File: config.mk
export PLATFORM = sky130hd
export DESIGN_NAME = framed_packet_parser_with_ack_unit
export DESIGN_NICKNAME = d
export VERILOG_FILES = /design/src/rtl/fpp_pkg.sv /design/src/rtl/fpp_parser.sv /design/src/rtl/fpp_reply_seq.sv /design/src/rtl/framed_packet_parser_with_ack_unit.sv
export SDC_FILE = /design/constraint.sdc
export NUM_CORES = 1
export LEC_CHECK = 0
export ABC_AREA = 1
export BUFFER_PORTS_ARGS = -buffer_cell sky130_fd_sc_hd__buf_2
export CAP_MARGIN = 15
export CORE_MARGIN = 2
export CORE_UTILIZATION = 62
export CTS_CLUSTER_DIAMETER = 120
export DETAILED_ROUTE_END_ITERATION = 16
export PLACE_DENSITY_LB_ADDON = 0.25
export SLEW_MARGIN = 30
export SYNTH_ARGS = -nofsm -noshare
export SYNTH_HDL_FRONTEND = slang
export SYNTH_SLANG_ARGS = --single-unit
File: constraint.sdc
create_clock -name clk -period 3.79 [get_ports clk]
set_clock_uncertainty 0.2 [all_clocks]
set_input_delay 0.379 -clock clk [delete_from_list [all_inputs] [get_ports clk]]
set_output_delay 0.379 -clock clk [all_outputs]
set_load 0.05 [all_outputs]
File: src/rtl/fpp_pkg.sv
`timescale 1ns / 1ps
// ----------------------------------------------------------------------------
// fpp_pkg
// Types and codes shared by the framed packet parser blocks.
// ----------------------------------------------------------------------------
package fpp_pkg;

	localparam int BYTE_W = 8;
	localparam int CFG_IDX_W = 2;

	// register indexes on the configuration port
	localparam logic [CFG_IDX_W-1:0] REG_START_MARKER = 2'd0;
	localparam logic [CFG_IDX_W-1:0] REG_STOP_MARKER  = 2'd1;
	localparam logic [CFG_IDX_W-1:0] REG_OK_CODE      = 2'd2;

	localparam logic [BYTE_W-1:0] START_MARKER_RST = 8'h55;
	localparam logic [BYTE_W-1:0] STOP_MARKER_RST  = 8'hAA;
	localparam logic [BYTE_W-1:0] OK_CODE_RST      = 8'hFF;
	localparam logic [BYTE_W-1:0] REPLY_LEN        = 8'h00;

	typedef enum logic [2:0] {
		PH_WAIT = 3'd0,
		PH_CMD  = 3'd1,
		PH_LEN  = 3'd2,
		PH_DATA = 3'd3,
		PH_STOP = 3'd4
	} phase_t;

	typedef enum logic [2:0] {
		BEAT_ECHO  = 3'd0,
		BEAT_START = 3'd1,
		BEAT_OK    = 3'd2,
		BEAT_LEN   = 3'd3,
		BEAT_STOP  = 3'd4
	} beat_t;

	typedef struct packed {
		logic [BYTE_W-1:0] start_marker;
		logic [BYTE_W-1:0] stop_marker;
		logic [BYTE_W-1:0] ok_code;
	} cfg_t;

	typedef struct packed {
		logic [BYTE_W-1:0] echo;
		logic              ack;
	} parse_t;

endpackage

File: src/rtl/fpp_parser.sv
`timescale 1ns / 1ps
// ----------------------------------------------------------------------------
// fpp_parser
// Packet recognizer: phase and data count, updated once per byte.
// ----------------------------------------------------------------------------
module fpp_parser (
	input  logic                       clk,
	input  logic                       arst_n,
	input  logic                       advance,
	input  logic [fpp_pkg::BYTE_W-1:0] rx_s1,
	input  fpp_pkg::cfg_t              cfg,
	output fpp_pkg::parse_t            res
);
	import fpp_pkg::*;

	phase_t            phase_q, phase_d;
	logic [BYTE_W-1:0] bytes_left_q, bytes_left_d;
	logic [BYTE_W-1:0] left_dec;

	assign left_dec = bytes_left_q - 8'd1;

	// next state
	always_comb begin
		phase_d      = phase_q;
		bytes_left_d = bytes_left_q;
		unique case (phase_q)
			PH_CMD: phase_d = PH_LEN;
			PH_LEN: begin
				bytes_left_d = rx_s1;
				phase_d      = (rx_s1 == '0) ? PH_STOP : PH_DATA;
			end
			PH_DATA: begin
				bytes_left_d = left_dec;
				if (left_dec == '0) phase_d = PH_STOP;
			end
			PH_STOP: phase_d = PH_WAIT;
			default: phase_d = (rx_s1 == cfg.start_marker) ? PH_CMD : PH_WAIT;
		endcase
	end

	// outputs
	always_comb begin
		res.echo = rx_s1;
		res.ack  = (phase_q == PH_STOP) && (rx_s1 == cfg.stop_marker);
	end

	always_ff @(posedge clk or negedge arst_n) begin
		if (!arst_n) begin
			phase_q      <= PH_WAIT;
			bytes_left_q <= '0;
		end else if (advance) begin
			phase_q      <= phase_d;
			bytes_left_q <= bytes_left_d;
		end
	end

`ifndef NO_ASSERTIONS
	a_data_nonzero: assert property (@(posedge clk) disable iff (!arst_n)
		(phase_q == PH_DATA) |-> (bytes_left_q != '0))
		else $error("data phase with no bytes left");
	a_stop_to_wait: assert property (@(posedge clk) disable iff (!arst_n)
		(advance && phase_q == PH_STOP) |=> (phase_q == PH_WAIT))
		else $error("stop phase did not return to wait");
`endif

endmodule

File: src/rtl/fpp_reply_seq.sv
`timescale 1ns / 1ps
// ----------------------------------------------------------------------------
// fpp_reply_seq
// Output register: echo beat, then the four acknowledge beats on a match.
// ----------------------------------------------------------------------------
module fpp_reply_seq (
	input  logic                       clk,
	input  logic                       arst_n,
	input  logic                       load,
	input  fpp_pkg::parse_t            res,
	input  fpp_pkg::cfg_t              cfg,
	output logic                       out_free,
	output logic                       out_valid,
	input  logic                       out_ready,
	output logic [fpp_pkg::BYTE_W-1:0] tx_byte,
	output logic                       is_reply,
	output logic                       last
);
	import fpp_pkg::*;

	logic              valid_q;
	beat_t             beat_q;
	logic              ack_q;
	logic [BYTE_W-1:0] echo_q;

	assign out_valid = valid_q;
	assign out_free  = !valid_q || (out_ready && last);

	always_comb begin
		unique case (beat_q)
			BEAT_ECHO:  tx_byte = echo_q;
			BEAT_START: tx_byte = cfg.start_marker;
			BEAT_OK:    tx_byte = cfg.ok_code;
			BEAT_LEN:   tx_byte = REPLY_LEN;
			BEAT_STOP:  tx_byte = cfg.stop_marker;
			default:    tx_byte = echo_q;
		endcase
		is_reply = (beat_q != BEAT_ECHO);
		last     = (beat_q == BEAT_STOP) || (beat_q == BEAT_ECHO && !ack_q);
	end

	always_ff @(posedge clk or negedge arst_n) begin
		if (!arst_n) begin
			valid_q <= 1'b0;
			beat_q  <= BEAT_ECHO;
			ack_q   <= 1'b0;
		end else if (load) begin
			valid_q <= 1'b1;
			beat_q  <= BEAT_ECHO;
			ack_q   <= res.ack;
		end else if (valid_q && out_ready) begin
			if (last) valid_q <= 1'b0;
			else beat_q <= beat_t'(beat_q + 3'd1);
		end
	end

	always_ff @(posedge clk) begin
		if (load) echo_q <= res.echo;
	end

`ifndef NO_ASSERTIONS
	a_reply_needs_ack: assert property (@(posedge clk) disable iff (!arst_n)
		(valid_q && beat_q != BEAT_ECHO) |-> ack_q)
		else $error("reply beat without acknowledge");
	a_reply_continues: assert property (@(posedge clk) disable iff (!arst_n)
		(valid_q && out_ready && !last) |=> valid_q)
		else $error("reply cut short");
`endif

endmodule

File: src/rtl/framed_packet_parser_with_ack_unit.sv
`timescale 1ns / 1ps
// ----------------------------------------------------------------------------
// framed_packet_parser_with_ack_unit
// Byte echo with start/cmd/len/data/stop packet recognizer and acknowledge.
// ----------------------------------------------------------------------------
// Each received byte is echoed as one result. When a byte closes a packet with
// the stop marker, four reply bytes follow (start, ok code, zero length, stop),
// with last set on the final one. One byte is taken per cycle while results
// flow; a completing byte holds the output register for its echo and the four
// reply beats, and one more byte waits in the input register meanwhile.
// Configuration writes are always ready and should be made idle.
module framed_packet_parser_with_ack_unit (
	input  logic                          clk,
	input  logic                          arst_n,
	input  logic                          in_valid,
	output logic                          in_ready,
	input  logic [fpp_pkg::BYTE_W-1:0]    rx_byte,
	output logic                          out_valid,
	input  logic                          out_ready,
	output logic [fpp_pkg::BYTE_W-1:0]    tx_byte,
	output logic                          is_reply,
	output logic                          last,
	input  logic                          cfg_valid,
	output logic                          cfg_ready,
	input  logic [fpp_pkg::CFG_IDX_W-1:0] cfg_index,
	input  logic [fpp_pkg::BYTE_W-1:0]    cfg_data
);
	import fpp_pkg::*;

	cfg_t              cfg_q;
	logic              valid_s1;
	logic [BYTE_W-1:0] byte_s1;
	logic              out_free;
	logic              load;
	parse_t            res;

	assign cfg_ready = 1'b1;
	assign load      = valid_s1 && out_free;
	assign in_ready  = !valid_s1 || out_free;

	always_ff @(posedge clk or negedge arst_n) begin
		if (!arst_n) begin
			cfg_q.start_marker <= START_MARKER_RST;
			cfg_q.stop_marker  <= STOP_MARKER_RST;
			cfg_q.ok_code      <= OK_CODE_RST;
		end else if (cfg_valid) begin
			unique case (cfg_index)
				REG_START_MARKER: cfg_q.start_marker <= cfg_data;
				REG_STOP_MARKER:  cfg_q.stop_marker  <= cfg_data;
				REG_OK_CODE:      cfg_q.ok_code      <= cfg_data;
				default: ;
			endcase
		end
	end

	always_ff @(posedge clk or negedge arst_n) begin
		if (!arst_n) valid_s1 <= 1'b0;
		else if (in_ready) valid_s1 <= in_valid;
	end

	always_ff @(posedge clk) begin
		if (in_valid && in_ready) byte_s1 <= rx_byte;
	end

	fpp_parser u_parser (
		.clk    (clk),
		.arst_n (arst_n),
		.advance(load),
		.rx_s1  (byte_s1),
		.cfg    (cfg_q),
		.res    (res)
	);

	fpp_reply_seq u_seq (
		.clk      (clk),
		.arst_n   (arst_n),
		.load     (load),
		.res      (res),
		.cfg      (cfg_q),
		.out_free (out_free),
		.out_valid(out_valid),
		.out_ready(out_ready),
		.tx_byte  (tx_byte),
		.is_reply (is_reply),
		.last     (last)
	);

`ifndef NO_ASSERTIONS
	a_s1_holds: assert property (@(posedge clk) disable iff (!arst_n)
		(valid_s1 && !load) |=> (valid_s1 && $stable(byte_s1)))
		else $error("stalled input request lost");
`endif

endmodule

# Word-level counts from Yosys, hierarchy flattened
# Cells that the tools add are included.
# totals
reg_bits	57
latchBits	0
mem_bits_rw	0
mem_bits_ro	0
in_bits	23
out_inout_bits	13
elab_cells	66
mem_count	0
# op_classes
n_addsub	2
multipliers	0
div_mod_pow	0
n_lt_le_gt_ge	0
eq_ne	14
shift	0
n_mux	12
bitwise_logic	0
n_reduce_logical	27
# op_table
cell	n
one-hot mux 8 bit (4 select lines)	1
equality test 8 bit	2
logical NOT 8 bit	2
one-hot mux 8 bit (2 select lines)	1
2-to-1 mux 3 bit	5
AND reduction 2 bit	7
equality test 3 x 2 -> 1 bit, second input constant	4
one-hot mux 3 bit (4 select lines)	1
subtractor 8 x 1 -> 8 bit, second input constant	1
equality test 3 x 1 -> 1 bit, second input constant	2
equality test 3 bit, second input constant	2
logical AND 1 bit	6
nonzero test 2 bit	3
2-to-1 mux 1 bit	4
adder 3 x 1 -> 3 bit, second input constant	1
logical NOT 1 bit	3
logical NOT 3 bit	1
logical OR 1 bit	3
nonzero test 3 bit	1
equality test 2 x 1 -> 1 bit, second input constant	1
equality test 2 bit, second input constant	1
logical NOT 2 bit	1
!= test 2 x 1 -> 1 bit, second input constant	1
!= test 2 bit, second input constant	1

# Logic depth before layout (Yosys ltp)
# Gate-level depths: netlist of the first run.
# logic_depth
word_depth	8
mapped_depth	12
depth_no_buf	12

# By module
# A second synthesis of the first run with hierarchy kept.
# hier_totals
hier_cells	412
area_unflattened_um2	3372.0
# by_module_without_submodules
mod	n_inst	cells_per_inst	area_per_inst_um2	seq_area_each_um2
framed_packet_parser_with_ack_unit	1	125	1375.1	885.8
fpp_parser	1	162	1076.0	275.3
fpp_reply_seq	1	125	920.9	365.4

# Worst setup path before layout of the first run
# Ideal clock, no wire load.
# synth_path
kind	flip-flop to output port
start	register u_seq.beat_q[0]
end	output tx_byte[0] in the netlist's numbering
arrival_time_ps	1751
t_required_ps	3211
path_slack_ps	1460
path_stages_with_launch	8
n_path_buf	0
cell_sequence	dfrtp_1 -> inv_1 -> ha_1 -> nand2_1 -> inv_1 -> a2111oi_4 -> nand2_1 -> nand2_1
# synth_between
elab_chain_len	2
word_cells_on_any_way	5
cone_classes	eq/ne: 4; mux: 1
# synth_rtl
item	line_no	text
start, declared	fpp_reply_seq.sv:22	beat_t beat_q;
start signal, assigned	fpp_reply_seq.sv:53	else beat_q <= beat_t'(beat_q + 3'd1);
equality test 3 bit, or another cell as far along	fpp_reply_seq.sv:30	unique case (beat_q)
one-hot mux 8 bit (4 select lines) *	fpp_reply_seq.sv:30	
end, declared	framed_packet_parser_with_ack_unit.sv:20	output logic [fpp_pkg::BYTE_W-1:0] tx_byte,
# Mark *: on every way between the ends. The rest lies on a longest branch, timed or not.

# Worst setup path after layout of the first run
# layout_path
start	register u_seq.beat_q[0]
end	output tx_byte[1] in the netlist's numbering
# The elaborated chain is that of the path after synthesis.

==> results of run 1 <==
-- cell families (layout without fill, tap and decap cells) --
logic type / Yosys count / count (layout) / synth area share [%]
simple gates: 153 / 153 / 21.9
compound gates: 63 / 63 / 14.1
flops: 57 / 57 / 50.8
buf+inv: 49 / 99 / 6.71
xor+xnor: 13 / 13 / 3.79
fa+ha+maj: 6 / 6 / 2.50
other cells: 1 / 1 / 0.125
-- through the flow --
step | cells | instance area [µm²] | hold slack [ns] | setup WS [ns] | util [%]
3_3_place_gp | 425 | 3220 | 0.279 | 1.23 | 68.6
5_1_grt | 446 | 3470 | 0.00182 | 0.580 | 73.9
2_1_floorplan | 342 | 3000 | -0.117 | 1.46 | -
4_1_cts | 443 | 3430 | 0.000364 | 0.742 | 73.2
3_5_place_dp | 425 | 3220 | 0.288 | 1.11 | 68.6
6_report | 446 | 3470 | 0.0115 | 0.750 | 73.9
-- repair_timing --
| action | CTS | global route |
|---|---|---|
| setup endpoints to repair | 0 | 0 |
| resized for setup | 0 | 0 |
| hold buffers | 2 | 3 |
| hold endpoints to repair | 2 | 27 |
-- per-layer routing --
metal  vias to the layer above  track usage [%]
met5                         -                0
li1                       1207                -
met4                         0             10.3
met1                      1120             38.2
met2                        83             41.8
met3                         9             8.64
-- critical path, delay by kind of cell, from the launching register on --
family | cells | cell delay (ns)
adders and majority gates | 1 | 0.24
AOI/OAI and AO/OA | 1 | 0.67
and+or+nand+nor | 3 | 0.33
DFF | 1 | 0.37
buffers and inverters | 3 | 0.51
-- registers in the layout, summed over array words and instances, names as in the netlist --
signal                 count
u_seq.out_valid            1
u_parser.bytes_left_q      8
u_seq.ack_q                1
u_seq.echo_q               8
u_parser.phase_q           3
cfg_q                     24
byte_s1                    8
u_seq.beat_q               3
valid_s1                   1
-- layout by cell type, fill, tap and decap left out, types with 5 or more instances in the layout --
cell,n
a21oi_1,6
ha_1,6
o21ai_1,5
o21ai_0,32
clkbuf_8,11
dlygate4sd3_1,5
inv_1,40
edfxtp_1,16
xnor2_1,9
dfrtp_1,25
dfstp_2,16
buf_2,33
nand2_1,93
nand3_1,14
nor2_1,31
-- final timing paths --
check / start / to / slack [ns]
max: u_seq.beat_q[0]$_DFFE_PN0P_ / tx_byte[1] / 0.75
max in group asynchronous: arst_n / cfg_q[18]$_DFFE_PN1P_ / 2.64
min reg2reg: valid_s1$_DFFE_PN0P_ / u_seq.out_valid$_DFFE_PN0P_ / 0.30
max reg2reg: u_parser.bytes_left_q[0]$_DFFE_PN0P_ / u_parser.phase_q[0]$_DFFE_PN0P_ / 1.74
min: rx_byte[6] / byte_s1[6]$_DFFE_PP_ / 0.01
min in group asynchronous: arst_n / cfg_q[12]$_DFFE_PN0P_ / 0.35
-- layout make-up --
type | count | area [µm²] | share of cell area [%]
Clock buffer | 12 | 155 | 4.47
Clock inverter | 4 | 42.5 | 1.23
Inverter | 44 | 178 | 5.12
Multi-Input combinational cell | 236 | 1270 | 36.8
Sequential cell | 57 | 1530 | 44.0
Tap cell | 54 | 67.6 | 1.95
Timing Repair Buffer | 39 | 223 | 6.42
-- power by group --
group | switching, mW | leakage (nW) | total, mW | internal, mW
clock network | 0.235 | 0.101 | 0.568 | 0.334
registers | 0.136 | 0.634 | 0.966 | 0.830
logic | 0.823 | 0.906 | 1.15 | 0.331
==> results.yml, run 1 <==
synth:
  synthTopCellsByArea: "dfrtp_1 (21%), edfxtp_1 (16%), dfstp_2 (14%)"
  yosys.area.top_type: "dfrtp_1"
  synth.distinct_cells: 38
  synth_top_area_share_pct: 20.8
  synth_seq_cells: 57
  syn_nets: 371
  synth_seq_area_share_pct: 50.8
  synth.most_common_cell: "nand2_1"
  synth_edf_count: 16
  syn-cell-area_um2: 3000
  synth_commonest_cells: "nand2_1 (93), inv_1 (40), o21ai_0 (32)"
  synthArstFlopShare_pct: 71.9
  synth.yosys.warnings: 0
  avgSynthCellArea_um2: 8.78
  synth_flop_cell: "dfrtp_1"
  syn_inst: 342
sta:
  tightestPinTransition_ns: 0.841
  tns_ns: 0
  max_freq_mhz: 329
  relSlewSlack_pct: 43.7
  period_share_pct: 80.2
  rsz0062_at_grt: "no"
  setup_viol: 0
  hold_viol_final: 0
  min_period_ns: 3.04
  slew_viol_final: 0
setup_path:
  crit_path_end_kind: "output pin"
  cp.arrival_ns: 2.46
  setup.worst_path.class: "flip-flop to output pin"
  crit_slowest_cell: "a2111oi_4"
  crit_required_ns: 3.21
  worst-r2r-cell-count: 11
  path_cells: "inv_1, ha_1, nand2_1, inv_1, a2111oi_4, nand2_1, nand2_1, buf_2"
  path_common_cell: "nand2_1"
  crit_path_start_kind: "flip-flop"
  worst_path_largest_cell_delay_ns: 0.67
  critPathMaxFanout: 8
drt:
  viasPerCell: 5.42
  post-route-drc-count: 0
  totalWireLength_mm: 6.59
  wl_per_cell_um: 14.8
  wl_met1_mm: 3.01
  dr_total_vias: 2419
  wl_met2_mm: 3.08
  drt.antenna.violating_nets: 0
  highest_layer: "met4"
  wl_met3_um: 391
  firstDrtPassIters: 4
  first_iter_violations: 206
floorplan:
  die_w_um: 73.6
  ios: 36
  dieArea_um2: 5420
  rows: 25
  die_y_um: 73.6
  start_util_pct: 64.0
  core_area_um2: 4690
power_and_ir_drop:
  fin_total_pwr_mw: 2.69
  vdd_drop_max_mv: 0.590
  powerDensity_nw_per_um2: 775
  leakage_nw: 1.64
final_layout:
  drive_gt1_share_pct: 21.7
  final_nets: 416
  antenna_cells: 0
  fillCellCount: 351
  area_growth_pct: 15.5
clock_tree:
  tritoncts.num_buffers: 9
  cts_root_buffer: "clkbuf_8"
  clk_pin_slew_ns: 0.07
  postCtsSetupBuffers: 0
  h-tree-depth: 3
  clock-sinks: 57
  cts_tree: "done"
  clkLatencyLatePin_ns: 0.35
  clock_path_buffers: 2
global_route:
  antenna_found_initial: 0
  grt_pass1_vias: 2353
  grt_max_degree: 42
  grt_usage_pct: 27.8
  grt_pass1_wl_mm: 11.1
  gr-total-overflow: 0
run:
  max-cap-violations: 0
run_status:
  status: "finished, final reports clean"
worst_hold_path:
  holdPathStages: 1
  min_path_type: "input port to flip-flop"
place:
  gp_congestion: 0.833
  io_buffer_count: 34
  place_hpwl_mm: 4.57
No activity file was read; power rests on OpenSTA's default activity.
==> run 2: changes to the inputs <==
ABC_AREA = 0   (was 1)
CORE_UTILIZATION = 52   (was 62)
clock period = 2.6 ns   (was 3.79 ns; I/O delays follow)
==> run 2 against run 1 <==
  * Combinational power down 59%
  * First-iteration DRC count fell by 47%
  * Total power fell by 2.6%
  * Sequential power grew 28%
  * Synthesized cell count decreased by 28%
  * Critical path type unchanged
  * Largest cell class unchanged
==> results.yml, run 2 <==
sta:
  tns_ns: 0
  hold_viol_final: 0
  relSlewSlack_pct: 47.6
  max_freq_mhz: 397
  min_period_ns: 2.52
  period_share_pct: 96.9
  tightestPinTransition_ns: 0.782
  setup_ws_ns: 0.0808
  slew_viol_final: 0
  setup_viol: 0
  rsz0062_at_grt: "no"
drt:
  post-route-drc-count: 0
  viasPerCell: 5.61
  firstDrtPassIters: 4
  drt.antenna.violating_nets: 0
  first_iter_violations: 110
  totalWireLength_mm: 6.36
  dr_total_vias: 2131
  wl_per_cell_um: 16.7
floorplan:
  rows: 27
  core_area_um2: 5410
  ios: 36
  dieArea_um2: 6120
  die_y_um: 78.3
  start_util_pct: 53.1
  die_w_um: 78.3
global_route:
  grt_busiest_layer: "met2"
  use_met1_pct: 30.2
  gr-total-overflow: 0
  grt_max_degree: 42
  use_met3_pct: 4.14
  grt_pass1_wl_mm: 10.5
  antenna_found_initial: 0
  grt_util_met2_pct: 36.8
  grt_pass1_vias: 2158
  grt_usage_pct: 23.0
synth:
  synth_fa_ha_area_share_pct: 2.62
  syn-cell-area_um2: 2870
  synth_seq_cells: 57
  syn_nets: 274
  synth_commonest_cells: "dfrtp_1 (25), mux2_2 (24), dfstp_2 (16), edfxtp_1 (16), nand2_1 (15)"
  synth_seq_area_share_pct: 53.2
  syn_inst: 245
  synthTopCellsByArea: "dfrtp_1 (22%), edfxtp_1 (17%), dfstp_2 (15%)"
  synth_edf_count: 16
  synth.most_common_cell: "dfrtp_1"
  synth_flop_cell: "dfrtp_1"
  synth-simple-area-share_pct: 13.7
  synth_top_area_share_pct: 21.8
  avgSynthCellArea_um2: 11.7
  yosys.area.top_type: "dfrtp_1"
  synth.yosys.warnings: 0
  synth_xor_area_share_pct: 6.11
  synth.area.mux_share_pct: 9.77
  synth_top_family_by_area: "simple AND/OR/NAND/NOR gates"
  synthArstFlopShare_pct: 71.9
  synth_compound_area_share_pct: 12.0
  synth.distinct_cells: 48
place:
  place_worst_setup_slack_ns: 0.221
  place_hpwl_mm: 4.08
  gp_congestion: 0.796
  placed_cells: 345
  io_buffer_count: 34
setup_path:
  cp.arrival_ns: 2.06
  setup.worst_path.class: "flip-flop to output pin"
  worst_path_largest_cell_delay_ns: 0.41
  crit_required_ns: 2.14
  crit_path_end_kind: "output pin"
  crit_slowest_cell: "dfrtp_2"
  path_cells: "inv_2, ha_4, or3_4, a21oi_4, buf_12, a221o_1, buf_4"
  crit_path_start_kind: "flip-flop"
  critPathMaxFanout: 7
power_and_ir_drop:
  internal_power_mw: 1.90
  powerDensity_nw_per_um2: 730
  netSwitchingFraction_pct: 27.3
  switching_power_mw: 0.714
  fin_total_pwr_mw: 2.62
  combPwrFrac_pct: 17.9
  clockPowerShare_pct: 34.9
  vdd_drop_max_mv: 0.430
  seq_power_share_pct: 47.3
  leakage_nw: 1.46
clock_tree:
  tritoncts.num_buffers: 9
  clock_path_buffers: 2
  cts_root_buffer: "clkbuf_8"
  clk_pin_slew_ns: 0.06
  cts_tree: "done"
  clkLatencyLatePin_ns: 0.34
  clock-sinks: 57
  h-tree-depth: 3
final_layout:
  layout_common_cells: "buf_2 (25), mux2_2 (24), dfrtp_1 (23)"
  layout_commonest_cell: "buf_2"
  final_util_pct: 66.3
  antenna_cells: 0
  regMostFlops: "cfg_q"
  largest_reg_flops: 24
  area_growth_pct: 25.0
  drive_gt1_share_pct: 35.4
  instances_no_fill: 380
  final_nets: 332
worst_hold_path:
  min_path_type: "input port to flip-flop"
run_status:
  status: "finished, final reports clean"
run:
  max-cap-violations: 0
## run 2: cell count changes after synthesis, sizes merged, moves of 6 or more
cell | previous run | this run
a221o | 0 | 8
a22oi | 1 | 8
inv | 43 | 8
mux2 | 0 | 24
nand2 | 98 | 15
nand3 | 14 | 7
nor2 | 33 | 14
nor4 | 0 | 6
o21ai | 40 | 10
xor2 | 4 | 12
## run 2: path summary, 6_finish.rpt
| kind | slack [ns] | to | startpoint | depth (start not counted) |
|---|---|---|---|---|
| setup / recovery | 0.08 | tx_byte[3] | u_seq.beat_q[0]$_DFFE_PN0P_ | 7 |
| max in group asynchronous | 1.56 | u_seq.beat_q[0]$_DFFE_PN0P_ | arst_n | 2 |
| hold / removal | 0.06 | u_seq.beat_q[1]$_DFFE_PN0P_ | out_ready | 2 |
| min in group asynchronous | 0.24 | cfg_q[14]$_DFFE_PN0P_ | arst_n | 2 |
| hold reg to reg | 0.28 | u_seq.ack_q$_DFFE_PN0P_ | u_seq.ack_q$_DFFE_PN0P_ | 2 |
| setup reg to reg | 0.32 | u_parser.phase_q[1]$_DFFE_PN0P_ | u_parser.bytes_left_q[0]$_DFFE_PN0P_ | 7 |
## run 2: stage by stage
| stage | hold slack, ns | instance area, µm² |
|---|---|---|
| after detailed placement | 0.239 | 3110 |
| after global placement | 0.238 | 3110 |
| after floorplan | -0.236 | 2870 |
| after global routing | 0.0647 | 3590 |
| final | 0.0576 | 3590 |
| after CTS | 0.0378 | 3540 |
## run 2: repair_timing
item / in CTS / in global routing
resized for setup: 9 / 9
setup endpoints to repair: 8 / 8
buffers inserted: 0 / 1
hold endpoints to repair: 58 / 0
pin swaps: 1 / 4
hold buffers: 18 / 0
gates cloned: 0 / 0
## run 2: logic make-up after synthesis
logic type | Yosys count
AOI/OAI and AO/OA | 48
xor gates and xnor gates | 20
adders and majority gates | 6
buffers and inverters | 17
DFF | 57
muxes | 25
other | 1
and+or+nand+nor | 71
## run 2: cell type report
class                   count  area, µm²
repair buffers             56        415
clock inverters             5       78.8
well taps                  72       90.1
inverters                   8       30.0
clock buffers              11        141
fillers                   441       1820
multi-input cells         171       1300
flip-flops and latches     57       1530
## run 2: power groups by stage
| stage | sequential [mW] | combinational (mW) | clock (mW) |
|---|---|---|---|
| floorplan | 1.21 | 0.348 | 0 |
| finish | 1.24 | 0.468 | 0.913 |
| detailed placement | 1.25 | 0.439 | 0 |
| global route | 1.26 | 0.519 | 0.972 |
| CTS | 1.24 | 0.468 | 0.929 |
| global placement | 1.25 | 0.433 | 0 |
## run 2: worst max-delay path: cells and delay by family (launching register included)
family                     cells  cell delay, ns
buffers and inverters          3            0.41
and+or+nand+nor                1            0.40
AOI/OAI and AO/OA              2            0.34
DFF                            1            0.41
adders and majority gates      1            0.16
## run 2: routing by layer
layer	wire length, µm	vias to the layer above
met4	89	0
met3	331	7
met5	0	-
li1	-	1020
met1	2810	1049
met2	3130	55
